`config.mk`:
```
export PLATFORM = sky130hd
export DESIGN_NAME = rbvi_arith
export DESIGN_NICKNAME = d
export VERILOG_FILES = /design/src/rtl/rbvi_pkg.sv /design/src/rtl/rbvi_arith.sv
export SDC_FILE = /design/constraint.sdc
export NUM_CORES = 1
export LEC_CHECK = 0
export BUFFER_PORTS_ARGS = -buffer_cell sky130_fd_sc_hd__buf_2
export CAP_MARGIN = 0
export CORE_MARGIN = 4
export CORE_UTILIZATION = 43
export CTS_BUF_LIST = sky130_fd_sc_hd__clkbuf_8
export CTS_CLUSTER_SIZE = 30
export DETAILED_ROUTE_END_ITERATION = 6
export PLACE_DENSITY = 0.62
export SLEW_MARGIN = 20
export SYNTH_ARGS = -nofsm -noshare
export SYNTH_HDL_FRONTEND = slang
export SYNTH_SLANG_ARGS = --single-unit
```
`constraint.sdc`:
```
create_clock -name i_clk -period 5.95 [get_ports i_clk]
set_input_delay 0.595 -clock i_clk [delete_from_list [all_inputs] [get_ports i_clk]]
set_output_delay 0.595 -clock i_clk [all_outputs]
set_load 0.03 [all_outputs]
```
`src/rtl/rbvi_pkg.sv`:
```
// Shared types for the rigid body velocity integrator.
// Holds the arithmetic unit's operation codes and request struct; no dependencies.
`timescale 1ns / 1ps

package rbvi_pkg;

    // Operand and result widths of the shared arithmetic unit
    localparam int WORD_W   = 64;
    localparam int MULT_A_W = 40;
    localparam int DIVR_W   = 32;

    typedef enum logic [1:0] {
        OP_MUL  = 2'd0,
        OP_DIV  = 2'd1,
        OP_SQRT = 2'd2
    } t_arith_op;

    typedef struct packed {
        logic      start;
        t_arith_op op;
    } t_arith_req;

endpackage

```
`src/rtl/rbvi_arith.sv`:
```
// Shared bit-serial arithmetic unit: unsigned multiply, divide and square root.
// Depends on rbvi_pkg for the request struct and operation codes.
`timescale 1ns / 1ps

module rbvi_arith import rbvi_pkg::*; (
    input  logic                 i_clk,
    input  logic                 i_rst_n,
    input  t_arith_req           i_req,
    input  logic [WORD_W-1:0]    i_a,
    input  logic [DIVR_W-1:0]    i_b,
    output logic                 o_done,
    output logic [WORD_W-1:0]    o_res
);

    localparam logic [5:0] MUL_LAST  = 6'd31;
    localparam logic [5:0] DIV_LAST  = 6'd63;
    localparam logic [5:0] SQRT_LAST = 6'd31;

    logic            r_busy;
    logic            r_done;
    t_arith_op       r_op;
    logic [5:0]      r_cnt;
    logic [63:0]     r_a;
    logic [31:0]     r_b;
    logic [40:0]     r_r;
    logic [63:0]     r_q;

    logic [63:0]     n_a;
    logic [31:0]     n_b;
    logic [40:0]     n_r;
    logic [63:0]     n_q;
    logic [5:0]      w_last;

    logic [40:0]     w_msum;
    logic [32:0]     w_dt;
    logic            w_dge;
    logic [34:0]     w_st;
    logic [34:0]     w_trial;
    logic            w_sge;

    // One step of the selected operation
    always_comb begin
        w_msum  = r_r + (r_b[0] ? {1'b0, r_a[MULT_A_W-1:0]} : 41'd0);
        w_dt    = {r_r[31:0], r_a[63]};
        w_dge   = (w_dt >= {1'b0, r_b});
        w_st    = {r_r[32:0], r_a[63:62]};
        w_trial = {1'b0, r_q[31:0], 2'b01};
        w_sge   = (w_st >= w_trial);
        n_a     = r_a;
        n_b     = r_b;
        n_r     = r_r;
        n_q     = r_q;
        w_last  = MUL_LAST;
        case (r_op)
            OP_MUL: begin
                n_r    = {1'b0, w_msum[40:1]};
                n_b    = {w_msum[0], r_b[31:1]};
                w_last = MUL_LAST;
            end
            OP_DIV: begin
                n_r    = {8'd0, (w_dge ? (w_dt - {1'b0, r_b}) : w_dt)};
                n_a    = {r_a[62:0], 1'b0};
                n_q    = {r_q[62:0], w_dge};
                w_last = DIV_LAST;
            end
            OP_SQRT: begin
                n_r    = {6'd0, (w_sge ? (w_st - w_trial) : w_st)};
                n_a    = {r_a[61:0], 2'b00};
                n_q    = {r_q[62:0], w_sge};
                w_last = SQRT_LAST;
            end
            default: begin
                w_last = MUL_LAST;
            end
        endcase
    end

    // Sequence control: load on start, count iterations, pulse done
    always_ff @(posedge i_clk) begin
        if (!i_rst_n) begin
            r_busy <= 1'b0;
            r_done <= 1'b0;
            r_cnt  <= 6'd0;
        end else begin
            r_done <= 1'b0;
            if (i_req.start) begin
                r_busy <= 1'b1;
                r_cnt  <= 6'd0;
            end else if (r_busy) begin
                r_cnt <= r_cnt + 6'd1;
                if (r_cnt == w_last) begin
                    r_busy <= 1'b0;
                    r_done <= 1'b1;
                end
            end
        end
    end

    // Operand and partial result registers
    always_ff @(posedge i_clk) begin
        if (i_req.start) begin
            r_op <= i_req.op;
            r_a  <= i_a;
            r_b  <= i_b;
            r_r  <= 41'd0;
            r_q  <= 64'd0;
        end else if (r_busy) begin
            r_a <= n_a;
            r_b <= n_b;
            r_r <= n_r;
            r_q <= n_q;
        end
    end

    assign o_done = r_done;

    always_comb begin
        case (r_op)
            OP_MUL:  o_res = {r_r[31:0], r_b};
            OP_DIV:  o_res = r_q;
            OP_SQRT: o_res = {32'd0, r_q[31:0]};
            default: o_res = r_q;
        endcase
    end

endmodule
```
After elaboration in Yosys (flattened, before gate mapping)
Index checks and enable logic that the tools add are counted.

word-level totals
  register bits after elaboration = 211
  output and inout bits = 65
  logic and storage cells = 48

cells by class
  add/subtract/negate cells = 4
  magnitude comparators = 2
  equal/unequal tests = 3
  muxes and demuxes = 17
  bitwise gates (word level) = 2
  reductions and logical operators = 12

operators with widths
  kind                                                  count
  one-hot mux 64 bit (2 select lines)                   3
  two-way mux 64 bit                                    2
  one-hot mux 41 bit (3 select lines)                   1
  two-way mux 32 bit                                    3
  adder 41 x 40 -> 41 bit                               1
  two-way mux 40 bit                                    1
  >= comparator 35 x 34 -> 1 bit                        1
  two-way mux 35 bit                                    1
  subtractor 35 x 34 -> 35 bit                          1
  >= comparator 33 x 32 -> 1 bit                        1
  two-way mux 33 bit                                    1
  subtractor 33 x 32 -> 33 bit                          1
  AND reduction 2 bit                                   4
  adder 6 x 1 -> 6 bit (second input constant)          1
  equality test 6 bit                                   1
  two-way mux 6 bit                                     1
  nonzero test 2 bit                                    3
  nonzero test 3 bit                                    2
  two-way mux 1 bit                                     4
  OR reduction 3 bit                                    1
  equality test 2 x 1 -> 1 bit (second input constant)  1
  equality test 2 bit (second input constant)           1
  logical NOT 2 bit                                     1
  inverter 1 bit                                        2
  OR reduction 2 bit                                    1

Logic depth before layout (Yosys ltp)
Gate-level depths: netlist of run 1.

  word-level depth = 6
  mapped depth = 16
  gate-level depth less buffers = 13

Worst setup path before layout of run 1
No wires, ideal clock.

  path type = register -> register
  start point = reg r_b[0]
  end point = reg r_r[31]
  arrival time = 3354 ps
  slack = 2493 ps
  cell stages (with the launch flop) = 15
  path buffers = 1
  clock period less this slack = 3457 ps
  path through = edfxtp_1 clkbuf_1 and2_1 ha_1 fa_1 a211oi_1 o21bai_1 a21oi_1 o211ai_1 a21oi_1 o211ai_1 or2_2 a21oi_1 xor2_1 a2111oi_2

between the ends
  longest elaborated chain between the ends = 3
  elaborated cells between the ends (all ways) = 6
  those cells by class = add/sub: 2; order compare: 1; mux: 3

RTL lines
  what                                                           RTL line                            text
  from (decl)                                                    rbvi_arith.sv:24                    logic [31:0] r_b;
  from (signal assigned)                                         rbvi_arith.sv:104                   r_b <= i_b;
  from (signal assigned)                                         rbvi_arith.sv:109                   r_b <= n_b;
  two-way mux 40 bit (tied with other cells)                     rbvi_arith.sv:43                    w_msum = r_r + (r_b[0] ? {1'b0, r_a[MULT_A_W-1:0]} : 41'd0);
  adder 41 x 40 -> 41 bit or two-way mux 33 bit (tied branches)  rbvi_arith.sv:43, rbvi_arith.sv:61
  one-hot mux 41 bit (3 select lines) (*)                        rbvi_arith.sv:54                    case (r_op)
  to (signal assigned)                                           rbvi_arith.sv:110                   r_r <= n_r;
  to (decl)                                                      rbvi_arith.sv:25                    logic [40:0] r_r;

Mark *: on every way between the ends. The rest lies on a longest branch, timed or not. The select of a mux whose other input is x is not followed.
A chain may end at the register's enable or synchronous reset.

Worst setup path after layout of run 1
  start point = reg r_r[9]
  end point = reg r_r[28]

between the ends
  longest elaborated chain between the ends = 3
  elaborated cells between the ends (all ways) = 8
  those cells by class = add/sub: 3; order compare: 2; mux: 3

RTL lines
  what                                                      RTL line                            text
  subtractor 35 x 34 -> 35 bit (tied with other cells)      rbvi_arith.sv:67                    n_r = {6'd0, (w_sge ? (w_st - w_trial) : w_st)};
  two-way mux 35 bit or two-way mux 33 bit (tied branches)  rbvi_arith.sv:67, rbvi_arith.sv:61
  one-hot mux 41 bit (3 select lines) (*)                   rbvi_arith.sv:54

Marks and branches as above.

==> reports/summary.txt, run 1 <==
Status = finished clean
Register-to-Register Path Depth = 11
Core region area = 38000 um^2
Root buffer cell = clkbuf_8
PD cells = 275 nW/um^2
Slew HR = 0.358
Gate Count Post-Synth = 2103
Multi-input logic area = 10700 um^2
Slew @ Worst Pin = 959 ps
Largest net degree at the start of global routing = 129
Setup violators final = 0
Gr ovfl total = 0
Crit Reg-Reg Startpoint = r_r[9]
Worst EP required = 6450 ps
Die area = 42100 um^2
Initial antenna violation count = 0
WL per Instance = 19.5 um
Setup Fix Bufs, Post-CTS = 0
Dominant synthesized flop cell = dfxtp_1
Total vias in the final route = 15600
Setup_tns = 0 ps
Final min period = 3950 ps
Final core utilization = 0.488
Num Clock Sinks = 210
Num ports = 166
F_max = 253 MHz
Setup slack, reg-to-reg = 2000 ps
Cts repair resizes = 0
Antenna cells = 0
Area Growth Syn to Fin = 11.1%
Die Y-Extent = 205 um
# hold bufs at CTS = 0
Syn Area/Cell = 7.95 um^2
CP Class = flip-flop to flip-flop
Fill count = 3877
Non-Filler Instances = 2734
Layout cell share with drive strength beyond 1 = 0.129
Ys async rst share = 0
WHS Path Cells = 1
DR vias/cell = 5.71
Max-slew violations = 0
Post-synth EDFFs = 98
Port Buffers = 165
Hold WC Path Type = input port to flip-flop
Fin. Hold Viols = 0
Max Cap Viol = 0
Post-Syn Area = 16700 um^2
Ys Warns = 0
Hold Crit Start = i_req[0]
Unrepaired setup endpoints after global routing = false
Worst Skew = 35.4 ps
Total power = 5.10 mW
Reg clk slew, reported paths = 70 ps
Unique cell type count in the Yosys netlist = 85
Die Span X = 205 um
CTS tree = done
Gr usage total = 0.246
Area contributors post-synth = edfxtp_1 (18%), dfxtp_1 (13%), nand2_1 (8.5%)
Hold worst-path end = r_op[0]
Sequential Area = 5180 um^2
Arrival @ worst endpoint = 4450 ps
DRC viols = 0
H-tree depth = 2
Worst-Skew Late Latency = 620 ps
CP Max Fanout = 35
Seq/Total Area, Yosys = 0.310
Lkg Pwr = 7.65 nW
Maximum buffer depth of the clock tree = 3
Number of synthesized register bits = 210
Syn Nets = 2317
# rows = 71
CP Capture Type = flip-flop
Placed cells = 2663
ANT nets after route = 0
Starting utilization of the core area = 0.440
Most numerous cell in the Yosys netlist = nand2_1
Post-Route WL = 53.2 mm
Crit share post-route = 0.664
Hpwl dp = 39.5 mm
Gpl congestion = 0.935
Total CTS buffers = 40
Post-synth top area share = 0.176
Max VDD drop = 0.187 mV
Initial DRC Count = 1264
First-pass GRT wire length = 82.6 mm
Startpoint Class = flip-flop
Most frequent cells after synthesis = nand2_1 (378), o21ai_0 (213), a21oi_1 (192)
Final net count = 2409
Worst R2R End = r_r[28]
Initial DRT Pass Iterations = 6
Vias in the first global route = 14900
Top cell type by total area after synthesis = edfxtp_1
-- critical path, stage by stage, from the launching register on --
cell,delay [ps]
dfxtp_1,660
ha_1,400
a22oi_1,180
nand2_1,110
or2_2,340
o211ai_4,240
a21oi_4,110
a41oi_4,340
buf_4,400
and2_1,460
a221oi_1,180
a2111oi_2,390
-- cell type report --
class / count / share of cell area
inverters: 89 / 0.0180
clock inverters: 25 / 0.00661
clock buffers: 45 / 0.0334
repair buffers: 182 / 0.0530
well taps: 511 / 0.0344
flip-flops and latches: 210 / 0.279
multi-input cells: 1672 / 0.575
-- power by group --
part	internal (mW)	switching (mW)	leakage [nW]
clock	0.697	0.684	0.429
sequential	1.63	0.134	1.89
combinational	0.727	1.22	5.32
-- kinds of logic after synthesis --
group                      after synthesis  share of synthesized area
and+or+nand+nor                        714                      0.197
xor gates and xnor gates                91                     0.0477
AOI/OAI and AO/OA                      682                      0.263
adders and majority gates              113                     0.0855
buffers and inverters                  221                     0.0531
DFF                                    210                      0.310
muxes                                   72                     0.0436
-- worst max-delay path by stage --
stage	startpoint	end	depth (start not counted)
4_1_cts	r_b[0]	r_r[28]	11
2_1_floorplan	r_b[0]	r_r[31]	14
3_5_place_dp	r_b[0]	r_r[28]	11
6_report	r_r[9]	r_r[28]	11
5_1_grt	r_r[7]	r_r[28]	11
3_3_place_gp	r_b[0]	r_r[33]	13
-- metrics by stage --
step / hold WS, ps / worst slack, ps / instance area [um^2]
floorplan: 436 / 2490 / 16700
detailed placement: 451 / 1600 / 17800
CTS: 142 / 1610 / 18500
global placement: 442 / 1700 / 17800
global route: 160 / 1710 / 18600
finish: 183 / 2000 / 18600
-- layout by cell type (no fill, tap or decap), types with 18 or more instances in the layout --
cell type | netlist | final
a21o_1 | 49 | 49
a21oi_1 | 192 | 192
a221oi_1 | 21 | 21
a22o_1 | 32 | 32
a31oi_1 | 18 | 18
and2_1 | 49 | 48
and3_1 | 18 | 18
buf_2 | 17 | 164
clkbuf_8 | 0 | 45
dfxtp_1 | 112 | 112
edfxtp_1 | 98 | 98
ha_1 | 111 | 109
inv_1 | 89 | 101
mux2i_1 | 65 | 65
nand2_1 | 378 | 377
nand2b_1 | 56 | 55
nand3_1 | 26 | 26
nand4_1 | 26 | 26
nor2_1 | 85 | 84
nor3_1 | 23 | 23
o21ai_0 | 213 | 213
xnor2_1 | 54 | 54
xor2_1 | 37 | 37
-- layer usage --
metal / global-route usage / wire length [um]
met5: 0 / 0
met3: 0.0344 / 3710
met1: 0.352 / 24500
met2: 0.376 / 22900
met4: 0.0978 / 2150
-- flip-flops by register name, indices dropped and copies added (netlist names) --
signal	count
r_a	64
r_q	64
r_r	40
r_b	32
r_cnt	6
r_op	2
o_done	1
r_busy	1
(Power assumes the default switching activity.)
==> run 2: changes to the inputs <==
PLACE_DENSITY = 0.64   (was 0.62)
clock period = 3.3 ns   (was 5.95 ns; I/O delays follow)
==> run 2 against run 1 <==
Compared with the run above: power rose by 100%; register-to-register slack got worse by 2000 ps; die area did not move; combinational power rose by 130%; hold slack got worse by 150 ps; setup slack got worse by 2000 ps; critical path depth rose by 2; sequential share of layout area fell by 3.9 points; clock-buffer cell count fell by 4; flip-flop and latch count did not move; utilization rose by 7.9 points; critical path type unchanged.
==> reports/summary.txt, run 2 (synthesis gave the netlist of run 1 again) <==
Num ports = 166 (unchanged)
Most common cell after layout, fill and taps aside = nand2_1 (unchanged)
Initial DRT Pass Iterations = 6 (unchanged)
Die Y-Extent = 205 um (unchanged)
Fin. Hold Viols = 0 (unchanged)
Most used cell along the critical path = o31a_1
Area Growth Syn to Fin = 29.0% (was 11.1%)
Reg clk slew, reported paths = 60 ps (was 70 ps)
Worst-Skew Late Latency = 610 ps (was 620 ps)
Fill count = 3591 (was 3877)
Initial DRC Count = 1463 (was 1264)
Worst Skew = 20.3 ps (was 35.4 ps)
CP Class = flip-flop to flip-flop (unchanged)
Die area = 42100 um^2 (unchanged)
Worst EP required = 3800 ps (was 6450 ps)
CP Max Fanout = 4 (was 35)
Initial antenna violation count = 0 (unchanged)
Post-Route WL = 59.1 mm (was 53.2 mm)
Num Clock Sinks = 210 (unchanged)
CTS tree = done (unchanged)
Gr usage total = 0.266 (was 0.246)
Total power = 10.2 mW (was 5.10 mW)
Multi-input logic area = 11200 um^2 (was 10700 um^2)
Slew @ Worst Pin = 790 ps (was 959 ps)
Maximum buffer depth of the clock tree = 3 (unchanged)
Unrepaired setup endpoints after global routing = true (was false)
Lkg Pwr = 9.03 nW (was 7.65 nW)
Gr ovfl total = 0 (unchanged)
Crit path max-delay cell type = edfxtp_1 (was dfxtp_1)
Layout cell share with drive strength beyond 1 = 0.224 (was 0.129)
Vias in the first global route = 16200 (was 14900)
Max-slew violations = 0 (unchanged)
Switch Pwr = 4.01 mW (was 2.04 mW)
Part of the power in registers = 0.305 (was 0.347)
Final net count = 2674 (was 2409)
Total CTS buffers = 40 (unchanged)
Port Buffers = 165 (unchanged)
Largest net degree at the start of global routing = 134 (was 129)
Crit share post-route = 0.996 (was 0.664)
Max Cap Viol = 0 (unchanged)
Final min period = 3290 ps (was 3950 ps)
PD cells = 472 nW/um^2 (was 275 nW/um^2)
Gpl congestion = 0.943 (was 0.935)
Max VDD drop = 0.321 mV (was 0.187 mV)
Sequential Area = 5190 um^2 (was 5180 um^2)
Hpwl dp = 42.6 mm (was 39.5 mm)
Most frequent cells in the layout = nand2_1 (376), o21ai_0 (200), buf_4 (181), a21oi_1 (178), buf_2 (164) (was nand2_1 (377), o21ai_0 (213), a21oi_1 (192), buf_2 (164), dfxtp_1 (112))
Worst setup margin = 12.8 ps (was 2000 ps)
Comb power frac = 0.444 (was 0.382)
Max incr delay on CP = 400 ps (was 660 ps)
H-tree depth = 2 (unchanged)
F_max = 304 MHz (was 253 MHz)
Starting utilization of the core area = 0.440 (unchanged)
Setup violators final = 0 (unchanged)
Top flop regs = r_a x64, r_q x64, r_r x40 (unchanged)
Sw frac = 0.394 (was 0.400)
Clock Power Share = 0.251 (was 0.271)
Arrival @ worst endpoint = 3780 ps (was 4450 ps)
DR vias/cell = 5.66 (was 5.71)
DRC viols = 0 (unchanged)
Hold WC Path Type = input port to flip-flop (unchanged)
Internal power = 6.17 mW (was 3.06 mW)
Post-Place Setup Slack = -75.8 ps (was 1600 ps)
ANT nets after route = 0 (unchanged)
# rows = 71 (unchanged)
CP Capture Type = flip-flop (unchanged)
CP cell instances = inv_2, ha_4, nor2b_4, o31a_1, o31a_1, buf_6, o32a_1, o2111ai_2, a31oi_4, a211oi_2, xor2_1, o311a_1, a2111oi_4 (was ha_1, a22oi_1, nand2_1, or2_2, o211ai_4, a21oi_4, a41oi_4, buf_4, and2_1, a221oi_1, a2111oi_2)
WL per Instance = 19.7 um (was 19.5 um)
Slew HR = 0.473 (was 0.358)
Status = finished clean (unchanged)
Root buffer cell = clkbuf_8 (unchanged)
Total vias in the final route = 17000 (was 15600)
Startpoint Class = flip-flop (unchanged)
Die Span X = 205 um (unchanged)
Core region area = 38000 um^2 (unchanged)
First-pass GRT wire length = 89.2 mm (was 82.6 mm)
## run 2: stage by stage
step           instance area, um^2  setup TNS (ps)  hold WS [ps]  instances  utilization
2_1_floorplan                16700               0           429       2103            -
3_3_place_gp                 19200           -17.0           444       2834        0.505
3_5_place_dp                 19200            -347           452       2834        0.505
4_1_cts                      20800               0         0.260       2987        0.547
5_1_grt                      21600            -316          11.8       3001        0.567
6_report                     21600               0          28.6       3002        0.567
## run 2: layout make-up
| class | count | share of cell area |
|---|---|---|
| multi-input combinational | 1672 | 0.522 |
| sequential | 210 | 0.241 |
| timing repair buffer | 447 | 0.157 |
| tap | 511 | 0.0297 |
| clock buffer | 41 | 0.0262 |
| inverter | 89 | 0.0155 |
| clock inverter | 31 | 0.00882 |
| antenna | 1 | 0.000116 |
## run 2: worst paths after layout
kind                start      end  slack, ps  depth (start not counted)
setup reg to reg   r_b[1]  r_r[31]         10                         13
hold reg to reg   r_r[35]  r_r[35]        460                          2
hold / removal     i_b[2]   r_b[2]         30                          3
setup / recovery   r_b[1]  r_r[31]         10                         13
## run 2: repair_timing
item / in CTS / in global routing
hold endpoints to repair: 80 / 0
setup endpoints to repair: 12 / 33
hold buffers: 80 / 0
setup buffers: 1 / 10
resized for setup: 5 / 128
cloned: 0 / 4
pin swaps: 2 / 44
## run 2: power by group through the flow
| stage | logic [mW] | registers (mW) | clock network (mW) |
|---|---|---|---|
| 2_1_floorplan | 2.58 | 3.12 | 0 |
| 3_3_place_gp | 3.98 | 3.14 | 0 |
| 3_5_place_dp | 4.01 | 3.15 | 0 |
| 4_1_cts | 4.11 | 3.09 | 2.61 |
| 5_1_grt | 4.86 | 3.13 | 2.73 |
| 6_report | 4.52 | 3.11 | 2.56 |
## run 2: per-layer routing
| metal | track usage | share of wire | up-vias |
|---|---|---|---|
| met1 | 0.374 | 0.45 | 7968 |
| met4 | 0.0990 | 0.036 | 0 |
| met3 | 0.0401 | 0.071 | 120 |
| li1 | - | - | 8267 |
| met2 | 0.414 | 0.44 | 623 |
| met5 | 0 | 0 | - |
## run 2: critical path, delay by kind of cell, from the launching register on
kind / cells / cell delay (ps)
AOI/OAI and AO/OA: 8 / 2090
xor gates and xnor gates: 1 / 120
adders and majority gates: 1 / 200
buffers and inverters: 2 / 240
DFF: 1 / 400
and+or+nand+nor: 1 / 130
